File: config.mk
export PLATFORM = sky130hd
export DESIGN_NAME = i2c_master_transaction_sequencer_core
export DESIGN_NICKNAME = d
export VERILOG_FILES = /design/src/rtl/i2cmts_pkg.sv /design/src/rtl/i2cmts_buf.sv /design/src/rtl/i2cmts_step.sv /design/src/rtl/i2c_master_transaction_sequencer_core.sv
export SDC_FILE = /design/constraint.sdc
export NUM_CORES = 1
export LEC_CHECK = 0
export ABC_AREA = 1
export BUFFER_PORTS_ARGS = -buffer_cell sky130_fd_sc_hd__buf_2
export CAP_MARGIN = 10
export CORE_MARGIN = 2
export CORE_UTILIZATION = 30
export CTS_BUF_LIST = sky130_fd_sc_hd__clkbuf_8 sky130_fd_sc_hd__clkbuf_16
export CTS_CLUSTER_SIZE = 40
export DETAILED_ROUTE_END_ITERATION = 10
export PLACE_DENSITY = 0.52
export SKIP_CTS_REPAIR_TIMING = 1
export SLEW_MARGIN = 20
export SYNTH_ARGS = -nofsm -noshare
export SYNTH_HDL_FRONTEND = slang
export SYNTH_SLANG_ARGS = --single-unit
File: constraint.sdc
create_clock -name clk -period 4.5 [get_ports clk]
set_input_delay 0.45 -clock clk [delete_from_list [all_inputs] [get_ports clk]]
set_output_delay 0.45 -clock clk [all_outputs]
set_load 0.01 [all_outputs]
File: src/rtl/i2cmts_pkg.sv
`timescale 1ns / 1ps
`default_nettype none
package i2cmts_pkg;

  localparam int PTR_W = 8;

  typedef enum logic [2:0] {
    OP_LOAD  = 3'd0,
    OP_START = 3'd1,
    OP_BUS   = 3'd2,
    OP_READ  = 3'd3,
    OP_CLEAR = 3'd4
  } op_t;

  typedef enum logic [3:0] {
    PH_IDLE           = 4'd0,
    PH_START          = 4'd1,
    PH_TRANS          = 4'd2,
    PH_ADDR_RX        = 4'd3,
    PH_REC            = 4'd4,
    PH_ACK            = 4'd5,
    PH_STOP           = 4'd6,
    PH_STOPPING_FAULT = 4'd7,
    PH_FAULT          = 4'd8
  } phase_t;

  typedef enum logic [2:0] {
    ERR_NONE       = 3'd0,
    ERR_WAS_IDLE   = 3'd1,
    ERR_NACK       = 3'd2,
    ERR_WRITE_FAIL = 3'd3,
    ERR_NOT_IDLE   = 3'd4
  } err_t;

  typedef struct packed {
    logic [2:0] operation;
    logic [6:0] index;
    logic [7:0] data;
    logic [7:0] length;
    logic       ack_seen;
    logic [7:0] rx_byte;
    logic       bus_idle;
    logic       tx_full;
  } req_t;

  typedef struct packed {
    phase_t           phase;
    logic [PTR_W-1:0] ptr;
    logic [PTR_W-1:0] len;
  } seq_state_t;

  typedef struct packed {
    logic             en;
    logic [PTR_W-1:0] addr;
    logic [7:0]       data;
  } buf_wr_t;

  typedef struct packed {
    logic       write_strobe;
    logic [7:0] write_data;
    logic       start_strobe;
    logic       stop_strobe;
    logic       rx_enable;
    logic       ack_enable;
    logic       ack_value;
    err_t       error_code;
    phase_t     phase_now;
    logic [7:0] read_data;
  } res_t;

endpackage
`default_nettype wire

File: src/rtl/i2cmts_buf.sv
`timescale 1ns / 1ps
`default_nettype none
module i2cmts_buf
  import i2cmts_pkg::*;
#(
  parameter int DEPTH = 128
) (
  input  wire logic             clk,
  input  wire buf_wr_t          wr,
  input  wire logic             rd_en,
  input  wire logic [PTR_W-1:0] rd_addr,
  output logic      [7:0]       rd_data
);

  localparam int AW = $clog2(DEPTH);

  logic [7:0] mem [DEPTH];
  logic [7:0] data_q;
  logic       hit_q;
  logic       wr_ok;
  logic       rd_ok;

  assign wr_ok = wr.en && (wr.addr < PTR_W'(DEPTH));
  assign rd_ok = rd_addr < PTR_W'(DEPTH);

  always_ff @(posedge clk) begin
    if (wr_ok) begin
      mem[wr.addr[AW-1:0]] <= wr.data;
    end
  end

  // write in the same cycle as the read wins
  always_ff @(posedge clk) begin
    if (rd_en) begin
      hit_q <= rd_ok;
      if (wr_ok && (wr.addr == rd_addr)) begin
        data_q <= wr.data;
      end else begin
        data_q <= mem[rd_addr[AW-1:0]];
      end
    end
  end

  assign rd_data = hit_q ? data_q : 8'h00;

endmodule
`default_nettype wire

File: src/rtl/i2cmts_step.sv
`timescale 1ns / 1ps
`default_nettype none
module i2cmts_step
  import i2cmts_pkg::*;
#(
  parameter int DEPTH = 128
) (
  input  wire req_t       req,
  input  wire seq_state_t st,
  input  wire logic [7:0] rd_data,
  output seq_state_t      st_next,
  output buf_wr_t         wr,
  output res_t            res
);

  localparam logic [PTR_W-1:0] DEPTH_P = PTR_W'(DEPTH);

  err_t             err;
  logic [PTR_W-1:0] ptr_adv;
  logic             done;
  logic             addr_read;

  assign ptr_adv   = (st.ptr < DEPTH_P) ? st.ptr + PTR_W'(1) : st.ptr;
  assign done      = st.ptr >= st.len;
  assign addr_read = rd_data[0];

  always_comb begin
    err = ERR_NONE;
    if (req.operation == OP_BUS) begin
      unique case (st.phase)
        PH_IDLE:    err = ERR_WAS_IDLE;
        PH_START:   if (req.tx_full) err = ERR_WRITE_FAIL;
        PH_TRANS: begin
          priority if (!req.ack_seen) err = ERR_NACK;
          else if (done) err = ERR_NONE;
          else if (!req.bus_idle) err = ERR_NOT_IDLE;
          else err = ERR_NONE;
        end
        PH_ADDR_RX: if (!req.ack_seen) err = ERR_NACK;
        default:    err = ERR_NONE;
      endcase
    end
  end

  // next state and buffer write
  always_comb begin
    st_next = st;
    wr      = '0;
    unique case (req.operation)
      OP_LOAD: begin
        wr.en   = 1'b1;
        wr.addr = {1'b0, req.index};
        wr.data = req.data;
      end
      OP_START: begin
        if (st.phase == PH_IDLE) begin
          st_next.len   = ({1'b0, req.length} > {1'b0, DEPTH_P}) ? DEPTH_P : req.length;
          st_next.phase = PH_START;
        end
      end
      OP_BUS: begin
        unique case (st.phase)
          PH_START: begin
            st_next.ptr   = addr_read ? '0 : PTR_W'(1);
            st_next.phase = addr_read ? PH_ADDR_RX : PH_TRANS;
          end
          PH_TRANS: begin
            if (req.ack_seen && done) begin
              st_next.phase = PH_STOP;
            end else if (req.ack_seen && req.bus_idle) begin
              st_next.ptr = ptr_adv;
            end
          end
          PH_ADDR_RX: if (req.ack_seen) st_next.phase = PH_REC;
          PH_REC: begin
            wr.en         = 1'b1;
            wr.addr       = st.ptr;
            wr.data       = req.rx_byte;
            st_next.ptr   = ptr_adv;
            st_next.phase = PH_ACK;
          end
          PH_ACK:            st_next.phase = done ? PH_STOP : PH_REC;
          PH_STOP:           st_next.phase = PH_IDLE;
          PH_STOPPING_FAULT: st_next.phase = PH_FAULT;
          default:           st_next.phase = st.phase;
        endcase
        if (err != ERR_NONE) st_next.phase = PH_STOPPING_FAULT;
      end
      OP_CLEAR: if (st.phase == PH_FAULT) st_next.phase = PH_IDLE;
      default: st_next = st;
    endcase
  end

  always_comb begin
    res            = '0;
    res.error_code = err;
    res.phase_now  = st_next.phase;
    unique case (req.operation)
      OP_START: res.start_strobe = (st.phase == PH_IDLE);
      OP_READ:  res.read_data = rd_data;
      OP_BUS: begin
        unique case (st.phase)
          PH_START: begin
            res.write_strobe = !req.tx_full;
            res.write_data   = req.tx_full ? 8'h00 : rd_data;
          end
          PH_TRANS: begin
            if (req.ack_seen && done) begin
              res.stop_strobe = 1'b1;
            end else if (req.ack_seen && req.bus_idle && !req.tx_full) begin
              res.write_strobe = 1'b1;
              res.write_data   = rd_data;
            end
          end
          PH_ADDR_RX: res.rx_enable = req.ack_seen;
          PH_REC: begin
            res.ack_enable = 1'b1;
            res.ack_value  = ptr_adv >= st.len;
          end
          PH_ACK: begin
            res.stop_strobe = done;
            res.rx_enable   = !done;
          end
          default: res.rx_enable = 1'b0;
        endcase
        if (err != ERR_NONE) res.stop_strobe = 1'b1;
      end
      default: res.read_data = 8'h00;
    endcase
  end

endmodule
`default_nettype wire

File: src/rtl/i2c_master_transaction_sequencer_core.sv
`timescale 1ns / 1ps
`default_nettype none
// I2C master transaction sequencer. Each request (buffer load, start, bus event,
// buffer read, fault clear) yields exactly one result carrying the bus strobes,
// an error code and the phase after the request. One request is taken per clock;
// a request is loaded into the input register as the transfer buffer is read, and
// its result is loaded into the result register when it leaves the input register.
// A result held by res_ready low keeps the request behind it in the input register
// and drops req_ready.
// The buffer has one write and one read port; its contents are undefined until
// written. BUF_DEPTH sets the buffer size and the saturation limit of the length
// and byte pointer.
module i2c_master_transaction_sequencer_core
  import i2cmts_pkg::*;
#(
  parameter int BUF_DEPTH = 128
) (
  input  wire logic       clk,
  input  wire logic       rst,
  input  wire logic       req_valid,
  output logic            req_ready,
  input  wire logic [2:0] operation,
  input  wire logic [6:0] index,
  input  wire logic [7:0] data,
  input  wire logic [7:0] length,
  input  wire logic       ack_seen,
  input  wire logic [7:0] rx_byte,
  input  wire logic       bus_idle,
  input  wire logic       tx_full,
  output logic            res_valid,
  input  wire logic       res_ready,
  output logic            write_strobe,
  output logic [7:0]      write_data,
  output logic            start_strobe,
  output logic            stop_strobe,
  output logic            rx_enable,
  output logic            ack_enable,
  output logic            ack_value,
  output logic [2:0]      error_code,
  output logic [3:0]      phase_now,
  output logic [7:0]      read_data
);

  req_t             req;
  logic             req_full;
  seq_state_t       st;
  seq_state_t       st_next;
  seq_state_t       st_eff;
  buf_wr_t          step_wr;
  buf_wr_t          buf_wr;
  res_t             step_res;
  res_t             res;
  logic [7:0]       rd_data;
  logic [PTR_W-1:0] rd_addr;
  logic             advance;
  logic             fire;
  logic             accept;

  assign advance   = !res_valid || res_ready;
  assign fire      = req_full && advance;
  assign req_ready = !req_full || advance;
  assign accept    = req_valid && req_ready;

  always_ff @(posedge clk) begin
    if (rst) begin
      req_full <= 1'b0;
    end else if (accept) begin
      req_full <= 1'b1;
    end else if (fire) begin
      req_full <= 1'b0;
    end
  end

  always_ff @(posedge clk) begin
    if (accept) begin
      req <= '{operation, index, data, length, ack_seen, rx_byte, bus_idle, tx_full};
    end
  end

  // state as the incoming request will see it
  assign st_eff = fire ? st_next : st;

  always_comb begin
    priority if (operation == OP_READ) rd_addr = {1'b0, index};
    else if (st_eff.phase == PH_START) rd_addr = '0;
    else rd_addr = st_eff.ptr;
  end

  always_ff @(posedge clk) begin
    if (rst) begin
      st <= '{PH_IDLE, '0, '0};
    end else if (fire) begin
      st <= st_next;
    end
  end

  always_comb begin
    buf_wr    = step_wr;
    buf_wr.en = step_wr.en && fire;
  end

  i2cmts_buf #(
    .DEPTH(BUF_DEPTH)
  ) u_buf (
    .clk    (clk),
    .wr     (buf_wr),
    .rd_en  (accept),
    .rd_addr(rd_addr),
    .rd_data(rd_data)
  );

  i2cmts_step #(
    .DEPTH(BUF_DEPTH)
  ) u_step (
    .req    (req),
    .st     (st),
    .rd_data(rd_data),
    .st_next(st_next),
    .wr     (step_wr),
    .res    (step_res)
  );

  always_ff @(posedge clk) begin
    if (rst) begin
      res_valid <= 1'b0;
    end else if (fire) begin
      res_valid <= 1'b1;
    end else if (res_ready) begin
      res_valid <= 1'b0;
    end
  end

  always_ff @(posedge clk) begin
    if (fire) begin
      res <= step_res;
    end
  end

  assign write_strobe = res.write_strobe;
  assign write_data   = res.write_data;
  assign start_strobe = res.start_strobe;
  assign stop_strobe  = res.stop_strobe;
  assign rx_enable    = res.rx_enable;
  assign ack_enable   = res.ack_enable;
  assign ack_value    = res.ack_value;
  assign error_code   = res.error_code;
  assign phase_now    = res.phase_now;
  assign read_data    = res.read_data;

endmodule
`default_nettype wire

### Word-level counts from Yosys, hierarchy flattened

Memories as Yosys holds them, arrays and structs flattened.
Cells that the tools add are included.

| word-level totals | value |
|---|---|
| flip-flop bits (word level) | 97 |
| RAM bits | 1,024 |
| input bits | 41 |
| output and inout port bits | 31 |
| memories | 1 |

Memory list:

| name | depth | bits a word | read ports | clocked after Yosys merged registers in | wr ports | line | text |
|---|---|---|---|---|---|---|---|
| u_buf.mem | 128 | 8 | 1 | 0 | 1 | i2cmts_buf.sv:17 | `logic [7:0] mem [DEPTH];` |

| operators by class | value |
|---|---|
| add/subtract/negate cells | 1 |
| $lt $le $gt $ge | 6 |
| eq/ne operators | 15 |
| mux-type cells | 47 |
| reductions and logical operators | 21 |

Operator list:

| operator | count |
|---|---|
| 2-to-1 mux 8 bit | 12 |
| case mux 17 bit (2 select lines) | 1 |
| case mux 4 bit (7 select lines) | 1 |
| less-than comparator 8 bit, second input constant | 3 |
| case mux 8 bit (3 select lines) | 1 |
| 2-to-1 mux 20 bit | 1 |
| 2-to-1 mux 4 bit | 5 |
| 2-to-1 mux 9 bit | 2 |
| case mux 9 bit (2 select lines) | 1 |
| 2-to-1 mux 17 bit | 1 |
| equality test 4 x 3 -> 1 bit, second input constant | 4 |
| greater-or-equal comparator 8 bit | 2 |
| 2-to-1 mux 3 bit | 4 |
| case mux 3 bit (4 select lines) | 1 |
| case mux 4 bit (3 select lines) | 1 |
| 2-to-1 mux 1 bit | 10 |
| equality test 3 x 2 -> 1 bit, second input constant | 3 |
| adder 8 x 1 -> 8 bit, second input constant | 1 |
| equality test 4 x 1 -> 1 bit, second input constant | 2 |
| equality test 4 x 2 -> 1 bit, second input constant | 2 |
| equality test 8 bit | 1 |
| > comparator 8 bit, second input constant | 1 |
| logical AND 1 bit | 8 |
| 2-to-1 mux 2 bit | 4 |
| 12 further kinds | 18 |

### Longest topological paths before layout

Gate-level depths: netlist of run 1.

| logic depth | value |
|---|---|
| depth in word-level cells | 15 |
| gate-level depth with buffers | 30 |
| mapped depth without buffers | 27 |

### By module

Synthesis of run 1 repeated with hierarchy kept, for this count alone.

| unflattened totals | value |
|---|---|
| cells, all modules | 4,102 |
| area, all modules | 46,930.0 um^2 |

Modules (own cells, without submodules):

| module | instances | cells an instance | area each (um^2) | seq. area each (um^2) |
|---|---|---|---|---|
| i2cmts_buf | 1 | 3,606 | 42,331.8 | 31,019.8 |
| i2c_master_transaction_sequencer_core | 1 | 214 | 3,062.9 | 2,422.3 |
| i2cmts_step | 1 | 282 | 1,535.2 | 0.0 |

### Worst setup path before layout of run 1

No wires, ideal clock.

| path | value |
|---|---|
| path kind | register -> register |
| from | reg req[36] (netlist name) |
| to | mem u_buf.mem[0][1] (data pin) |
| data arrival time | 3.044 ns |
| data required time | 3.964 ns |
| setup slack | 0.920 ns |
| stages on the path, launching flop included | 9 |
| buffers on the path | 2 |
| clock period less this slack | 3.580 ns |
| path through | edfxtp_1 > inv_2 > nand2_2 > inv_2 > nand2_2 > buf_6 > nor2_1 > clkbuf_1 > a22o_1 |

RTL lines:

| item | line |
|---|---|
| end: declaration | i2cmts_buf.sv:17 |

### Final worst setup path of run 1

| path | value |
|---|---|
| from | reg st[3] (netlist name) |
| to | reg u_buf.data_q[4] (data pin) |

| between the ends | value |
|---|---|
| longest elaborated chain between the ends | 15 |
| elaborated cells between the ends (all ways) | 23 |
| those cells by class | order compare: 1; eq/ne: 2; mux: 16; reduce/logical: 3; memory: 1 |

Ends and longest elaborated chain:

| item | line | text |
|---|---|---|
| greater-or-equal comparator 8 bit * | i2cmts_step.sv:24 | `assign done = st.ptr >= st.len;` |
| 2-to-1 mux 3 bit | i2cmts_step.sv:35 | `else if (done) err = ERR_NONE;` |
| 2-to-1 mux 3 bit | i2cmts_step.sv:34 | `priority if (!req.ack_seen) err = ERR_NACK;` |
| case mux 3 bit (4 select lines) | i2cmts_step.sv:30 | `unique case (st.phase)` |
| 2-to-1 mux 3 bit | i2cmts_step.sv:29 | `if (req.operation == OP_BUS) begin` |
| nonzero test 3 bit | i2cmts_step.sv:87 | `if (err != ERR_NONE) st_next.phase = PH_STOPPING_FAULT;` |
| 2-to-1 mux 4 bit | i2cmts_step.sv:87 |  |
| case mux 4 bit (3 select lines) | i2cmts_step.sv:49 | `unique case (req.operation)` |
| 2-to-1 mux 20 bit * | -- |  |
| equality test 4 x 1 -> 1 bit | i2c_master_transaction_sequencer_core.sv:85 | `else if (st_eff.phase == PH_START) rd_addr = '0;` |
| 2-to-1 mux 8 bit * | i2c_master_transaction_sequencer_core.sv:85 |  |
| 2-to-1 mux 8 bit * | i2c_master_transaction_sequencer_core.sv:84 | `priority if (operation == OP_READ) rd_addr = {1'b0, index};` |
| parallel branches: the longest is 2 deep, another holds memory read (128 x 8 bit) | -- |  |
| 2-to-1 mux 8 bit * | i2cmts_buf.sv:36 | `if (wr_ok && (wr.addr == rd_addr)) begin` |
| end signal: assignment | i2cmts_buf.sv:37 | `data_q <= wr.data;` |
| end signal: assignment | i2cmts_buf.sv:39 | `data_q <= mem[rd_addr[AW-1:0]];` |
| end: declaration | i2cmts_buf.sv:18 | `logic [7:0] data_q;` |

Mark *: on every way between the ends.
A chain may end at the register's enable or synchronous reset.

==> summary.txt, run 1 <==
Placed design
  – Input/output buffers: 71
  – Placer Congestion: 0.860
  – Placed Cells: 6,625
  – Detailed Place HPWL: 86,200 um
  – Placed Area: 0.0521 mm^2

Critical path
  – Worst-path fanout max: 18
  – Family with the most delay on the worst path: simple AND/OR/NAND/NOR gates
  – Worst Path Arrival: 4890 ps
  – Worst Setup End Kind: register
  – CP peak stage delay: 420 ps
  – CP required: 5110 ps
  – Critical Path Start Type: register
  – Critical path class: register to register
  – Bufs and invs on worst path: 6
  – CP max stage cell: o21ai_4
  – Cell repeated most along the worst path: nand2_1

Die
  – Die X: 407 um
  – Initial Utilization: 0.303
  – I/O pin total: 72
  – Row Count: 147
  – Die Y: 407 um
  – Die Area: 0.166 mm^2
  – Core area: 0.161 mm^2

GRT
  – Initial antenna violation count: 3
  – GRT Residual Overflow: 0
  – Total track usage: 0.173
  – Largest net degree at the start of global routing: 164
  – Number of global-route vias before repair: 32,600
  – First-pass GRT wire length: 215,000 um

STA
  – Final Max Tran Viols: 0
  – Worst hold slack: -4.61 ps
  – Final setup violation count: 0
  – Hold Fails Final Rpt: 1
  – Min Tclk post-route: 4280 ps
  – Clock skew: 32.1 ps
  – RSZ-0062 raised after global routing: true
  – Worst rel slew slack: 0.316
  – FMAX: 0.234 GHz
  – Least-Margin Pin Slew: 1030 ps
  – Final worst-path cycle share: 0.950

Clock tree
  – Clock Path Buffers: 3
  – Total CTS buffers: 120
  – Clock Latency Late Sink: 760 ps
  – CTS root buffer: clkbuf_16
  – H-tree levels: 3
  – CTS clk-pin slew, worst paths: 60 ps
  – Clock sink total: 1,121
  – CTS tree: done

Cells and area
  – Final instance area: 0.0566 mm^2
  – Share of cells above drive strength 1: 0.0925
  – Nets@finish: 4,699
  – Non-filler instance count after layout: 6,905
  – Area Growth Syn to Fin: 16.3%
  – Commonest non-fill, non-tap cell in the layout: nand2_1
  – Commonest cells after routing, fill and taps aside: 1,395 x nand2_1, 1,099 x edfxtp_1, 1,039 x nand3_1

Power
  – PwrDens: 390 mW/mm^2
  – Maximum VDD drop: 0.371 mV
  – P_leak: 22.0 nW

Run status
  – Failing checks: negative hold slack
  – Status: complete, but fails checks

Logic synthesis
  – Synth unique cells: 43
  – Cell taking the most area after synthesis: edfxtp_1
  – Area contributors post-synth: edfxtp_1 68%, nand2_1 11%, nand3_1 11%, inv_1 2.1%, buf_2 1.6%
  – Register area share after synthesis: 0.687
  – Post-Syn Instances: 4,543
  – Synth warn: 0
  – Post-Syn Area: 0.0487 mm^2
  – Main synth FF type: edfxtp_1
  – Synth Net Count: 4,601
  – Synth async-reset ratio: 0
  – Synth Register Bits: 1,121
  – Syn_area_per_cell: 10.7 um^2
  – Post-synth EDFFs: 1,099
  – Top-area cell type share of the netlist area: 0.678

Routing
  – DRT iter0 DRCs: 4,001
  – DRT Pass-1 Iters: 6
  – ANT nets after route: 0
  – WL/cell: 21.3 um
  – DRT Wirelength: 147,000 um
  – Vias/cell: 4.97
  – Drc violations: 0
  – Routed vias: 34,300

Job
  – Max-cap violations: 0

Min path
  – Hold Crit Class: input pin to register
-- worst paths after layout --
kind | slack, ps | depth (start not counted) | start | to
max | 220 | 25 | st[3]$_SDFFE_PP0P_ | u_buf.data_q[4]$_DFFE_PP_
max reg2reg | 220 | 25 | st[3]$_SDFFE_PP0P_ | u_buf.data_q[4]$_DFFE_PP_
min reg2reg | 470 | 2 | st[5]$_SDFFE_PP0P_ | st[5]$_SDFFE_PP0P_
min | -5 | 4 | res_ready | res_valid$_SDFFE_PP0P_
-- power breakdown --
group	internal [W]	total, W	switching [W]
Sequential	0.0114	0.0115	0.0000337
Clock	0.00552	0.00970	0.00417
Combinational	0.000260	0.000932	0.000672
-- cell type report --
class | count | area [um^2]
Tap cell | 2160 | 2700
Clock buffer | 123 | 3060
Clock inverter | 102 | 772
Fill cell | 15900 | 104000
Sequential cell | 1121 | 33400
Multi-Input combinational cell | 2857 | 13000
Inverter | 282 | 1080
Timing Repair Buffer | 259 | 2540
Antenna cell | 1 | 2.50
-- stage by stage --
stage / util / TNS (ps) / power (W) / worst slack (ps)
2_1_floorplan: - / 0 / 0.0122 / 920
5_1_grt: 0.352 / -11.9 / 0.0227 / -11.9
4_1_cts: 0.347 / 0 / 0.0222 / 71.6
6_report: 0.352 / 0 / 0.0221 / 225
3_5_place_dp: 0.323 / 0 / 0.0126 / 98.9
3_3_place_gp: 0.323 / 0 / 0.0126 / 101
-- tightest hold or removal path, cell delays in order --
cell and delay (ps):
buf_2 70, inv_1 40, nand2_1 70, a21oi_1 60
-- state kept, by name (all words and copies together), names as in the netlist, 3 cells and up --
signal and cells:
u_buf.mem 1024, phase_now 4, read_data 8, req 37, st 20, u_buf.data_q 8, error_code 3, write_data 8
-- synthesized netlist by cell type, drive strengths merged, types with 2 or more instances --
cell type / count
nor4: 4
nor2: 203
o211ai: 58
buf: 176
clkinv: 3
clkbuf: 108
nor3: 18
a211oi: 4
o21a: 2
nand3b: 25
nand4: 7
ha: 17
dfxtp: 22
a22o: 5
a22oi: 10
a21oi: 19
o21ai: 19
inv: 279
xor2: 8
nand3: 1044
nand2: 1405
edfxtp: 1099
a32o: 3
-- layer usage --
metal  up-vias  global-route usage  routed length [um]
met5         -                   0                   9
met4         2              0.0609                4960
met3       255              0.0275                9740
met2      1210               0.274               68100
met1     17000               0.239               64500
li1      15900                   -                   -
-- kinds of logic (layout without fill, tap and decap cells) --
family / after synthesis / in the layout / share of synthesized area
flip-flops: 1121 / 1121 / 0.687
AO/OA/AOI/OAI: 125 / 125 / 0.0179
AND/OR/NAND/NOR: 2706 / 2707 / 0.240
other: 0 / 1 / 0
buffers and inverters: 566 / 766 / 0.0495
XOR/XNOR: 8 / 8 / 0.00144
adder cells (fa/ha/maj): 17 / 17 / 0.00437
(Power assumes the default switching activity.)
==> run 2: changes to the inputs <==
Settings changed: ABC_AREA 1 to not set, SLEW_MARGIN 20 to not set.
==> run 2 against run 1 <==
Net effect:
- hold slack improved by 28 ps
- power decreased by 1.5%
- largest power group unchanged
- global-route usage down 1.5 points
- highest routed layer unchanged
- clock skew up 6.8 ps
- the run ends with negative setup slack left
- via count is 17% lower
- critical path depth decreased by 5
- synthesized cell count is 31% lower
==> summary.txt, run 2 <==
Run status
  – Status: complete, but fails checks
  – Failing checks: negative setup slack

Cells and area
  – Register area: 0.0334 mm^2
  – Area Growth Syn to Fin: 25.1%
  – Area occupied by multi-input gates: 0.0116 mm^2
  – Share of cells above drive strength 1: 0.219
  – Max FFs per register: 1,024
  – Nets@finish: 3,732
  – Final instance area: 0.0569 mm^2
  – Non-filler instance count after layout: 5,792
  – Commonest cells after routing, fill and taps aside: 1,099 x edfxtp_1, 487 x nand2_1, 395 x buf_4
  – Fill count: 14,200
  – Commonest non-fill, non-tap cell in the layout: edfxtp_1

STA
  – RSZ-0062 raised after global routing: true
  – Final setup violation count: 8
  – FMAX: 0.212 GHz
  – Setup WS post-layout: -227 ps
  – Worst hold slack: 23.9 ps
  – Hold Fails Final Rpt: 0
  – Worst rel slew slack: 0.178
  – Final Max Tran Viols: 0
  – Min Tclk post-route: 4730 ps
  – Final worst-path cycle share: 1.05
  – Clock skew: 38.9 ps
  – Setup TNS Final: -1180 ps
  – Least-Margin Pin Slew: 1230 ps

Die
  – Die Area: 0.155 mm^2
  – Die X: 393 um
  – Core area: 0.150 mm^2
  – Die Y: 393 um
  – I/O pin total: 72
  – Row Count: 142
  – Initial Utilization: 0.303

Clock tree
  – Clock sink total: 1,121
  – Total CTS buffers: 117
  – CTS tree: done
  – Clock Latency Late Sink: 720 ps
  – Clock Path Buffers: 3
  – CTS clk-pin slew, worst paths: 60 ps
  – H-tree levels: 3
  – CTS root buffer: clkbuf_16

Critical path
  – Register-to-Register Path Depth: 20
  – Worst Path Arrival: 5190 ps
  – Critical path class: register to register
  – CP required: 4960 ps
  – Reg-to-reg slack, setup: -230 ps
  – Critical Path Start Type: register
  – Worst Setup End Kind: register
  – Worst-path fanout max: 7

Min path
  – Hold depth: 1
  – Hold Crit Class: input pin to register

Logic synthesis
  – Area contributors post-synth: edfxtp_1 73%, mux2i_1 6.7%, nand2_1 4.0%, nand3_1 2.0%, o22ai_1 1.8%
  – Mux cell area share after synthesis: 0.0673
  – Synth unique cells: 84
  – Post-Synth Simple-Gate Area: 0.104
  – Post-Syn Instances: 3,147
  – Top-area cell type share of the netlist area: 0.725
  – Post-synth top cells: 1,099 x edfxtp_1, 487 x nand2_1, 305 x mux2i_1, 210 x nor2_1, 180 x nand3_1
  – Synth warn: 0
  – Main combinational cell family by area after synthesis: simple AND/OR/NAND/NOR gates
  – Post-synthesis xor/xnor area fraction: 0.00270
  – Most common cell in the netlist: edfxtp_1
  – Register area share after synthesis: 0.735
  – Post-Syn Area: 0.0455 mm^2
  – Syn_area_per_cell: 14.5 um^2
  – Synth async-reset ratio: 0
  – Synth Area in Compound Gates: 0.0640
  – Adder-cell area share of the yosys netlist: 0.00468
  – Synth Register Bits: 1,121
  – Synth Net Count: 3,205
  – Cell taking the most area after synthesis: edfxtp_1
  – Post-synth EDFFs: 1,099
  – Main synth FF type: edfxtp_1

GRT
  – Largest net degree at the start of global routing: 130
  – GRT Residual Overflow: 0
  – First-pass GRT wire length: 185,000 um
  – Initial antenna violation count: 4
  – Total track usage: 0.157
  – Number of global-route vias before repair: 27,600

Routing
  – Vias/cell: 4.93
  – DRT Wirelength: 127,000 um
  – Routed vias: 28,600
  – Drc violations: 0
  – DRT iter0 DRCs: 2,711
  – DRT Pass-1 Iters: 7
  – WL/cell: 22.0 um
  – ANT nets after route: 0

Placed design
  – Placed Area: 0.0517 mm^2
  – Placed Cells: 5,480
  – Placer Congestion: 0.841
  – Input/output buffers: 71
  – Detailed Place HPWL: 83,600 um

Power
  – PwrDens: 382 mW/mm^2
  – Total power draw: 0.0218 W
  – Maximum VDD drop: 0.372 mV
  – P_leak: 22.0 nW

Job
  – Max-cap violations: 0
==> run 2: cell types whose count changed in the layout (fill, tap and decap cells not counted), sizes merged, moves of 81 or more <==
cell,previous run,this run
buf,216,551
nand3,1044,180
inv,319,38
o21ai,19,100
o22ai,1,132
mux2i,0,305
nand2,1406,487
==> run 2: stage by stage <==
step | setup WS, ps | utilization
6_report | -227 | 0.379
5_1_grt | -349 | 0.379
2_1_floorplan | 309 | -
3_5_place_dp | -650 | 0.344
3_3_place_gp | -651 | 0.344
4_1_cts | -631 | 0.370
==> run 2: layer usage <==
layer / vias to the layer above / track usage / routed length (um)
met1: 14300 / 0.225 / 57500
met3: 187 / 0.0264 / 8140
met4: 2 / 0.0411 / 2980
met5: - / 0 / 18
li1: 13100 / - / -
met2: 941 / 0.247 / 58800
==> run 2: worst max-delay path, stage by stage, from the launching register on <==
cell and delay (ps):
dfxtp_4 360, buf_12 130, nor4b_4 280, nand2_1 100
buf_4 150, buf_4 140, o311ai_4 350, nor4_4 90
o211a_1 280, a221o_4 510, buf_12 200, buf_12 140
buf_4 120, mux2i_1 140, o22ai_1 120, o21ai_1 180
buf_4 160, nand4_1 280, a2111oi_4 390, nor3_1 100
a221o_1 280
==> run 2: path summary, 6_finish.rpt <==
path / from / endpoint
hold / removal: index[5] / req[32]$_DFFE_PP_
hold reg to reg: st[6]$_SDFFE_PP0P_ / st[6]$_SDFFE_PP0P_
setup reg to reg: st[18]$_SDFF_PP0_ / u_buf.data_q[3]$_DFFE_PP_
setup / recovery: st[18]$_SDFF_PP0_ / u_buf.data_q[3]$_DFFE_PP_
==> run 2: kinds of logic (layout without fill, tap and decap cells) <==
kind of cell               after synthesis  after routing
buffers and inverters                  197            824
DFF                                   1121           1121
xor gates and xnor gates                14             14
AOI/OAI and AO/OA                      433            433
muxes                                  306            306
other                                    0              2
adders and majority gates               17             17
and+or+nand+nor                       1059           1059
==> run 2: cell type report <==
| type | count | area share |
|---|---|---|
| Clock buffer | 118 | 0.0519 |
| Tap cell | 2016 | 0.0443 |
| Antenna cell | 2 | 0.0000879 |
| Clock inverter | 101 | 0.0145 |
| Sequential cell | 1121 | 0.588 |
| Timing Repair Buffer | 591 | 0.0960 |
| Inverter | 14 | 0.000923 |
| Multi-Input combinational cell | 1829 | 0.204 |
==> run 2: power breakdown <==
| group | leakage, nW | switching (W) | total [W] | internal (W) |
|---|---|---|---|---|
| sequential | 12.0 | 0.0000226 | 0.0114 | 0.0114 |
| clock | 1.93 | 0.00411 | 0.00950 | 0.00539 |
| combinational | 8.05 | 0.000492 | 0.000825 | 0.000333 |
| total | 22.0 | 0.00462 | 0.0218 | 0.0171 |
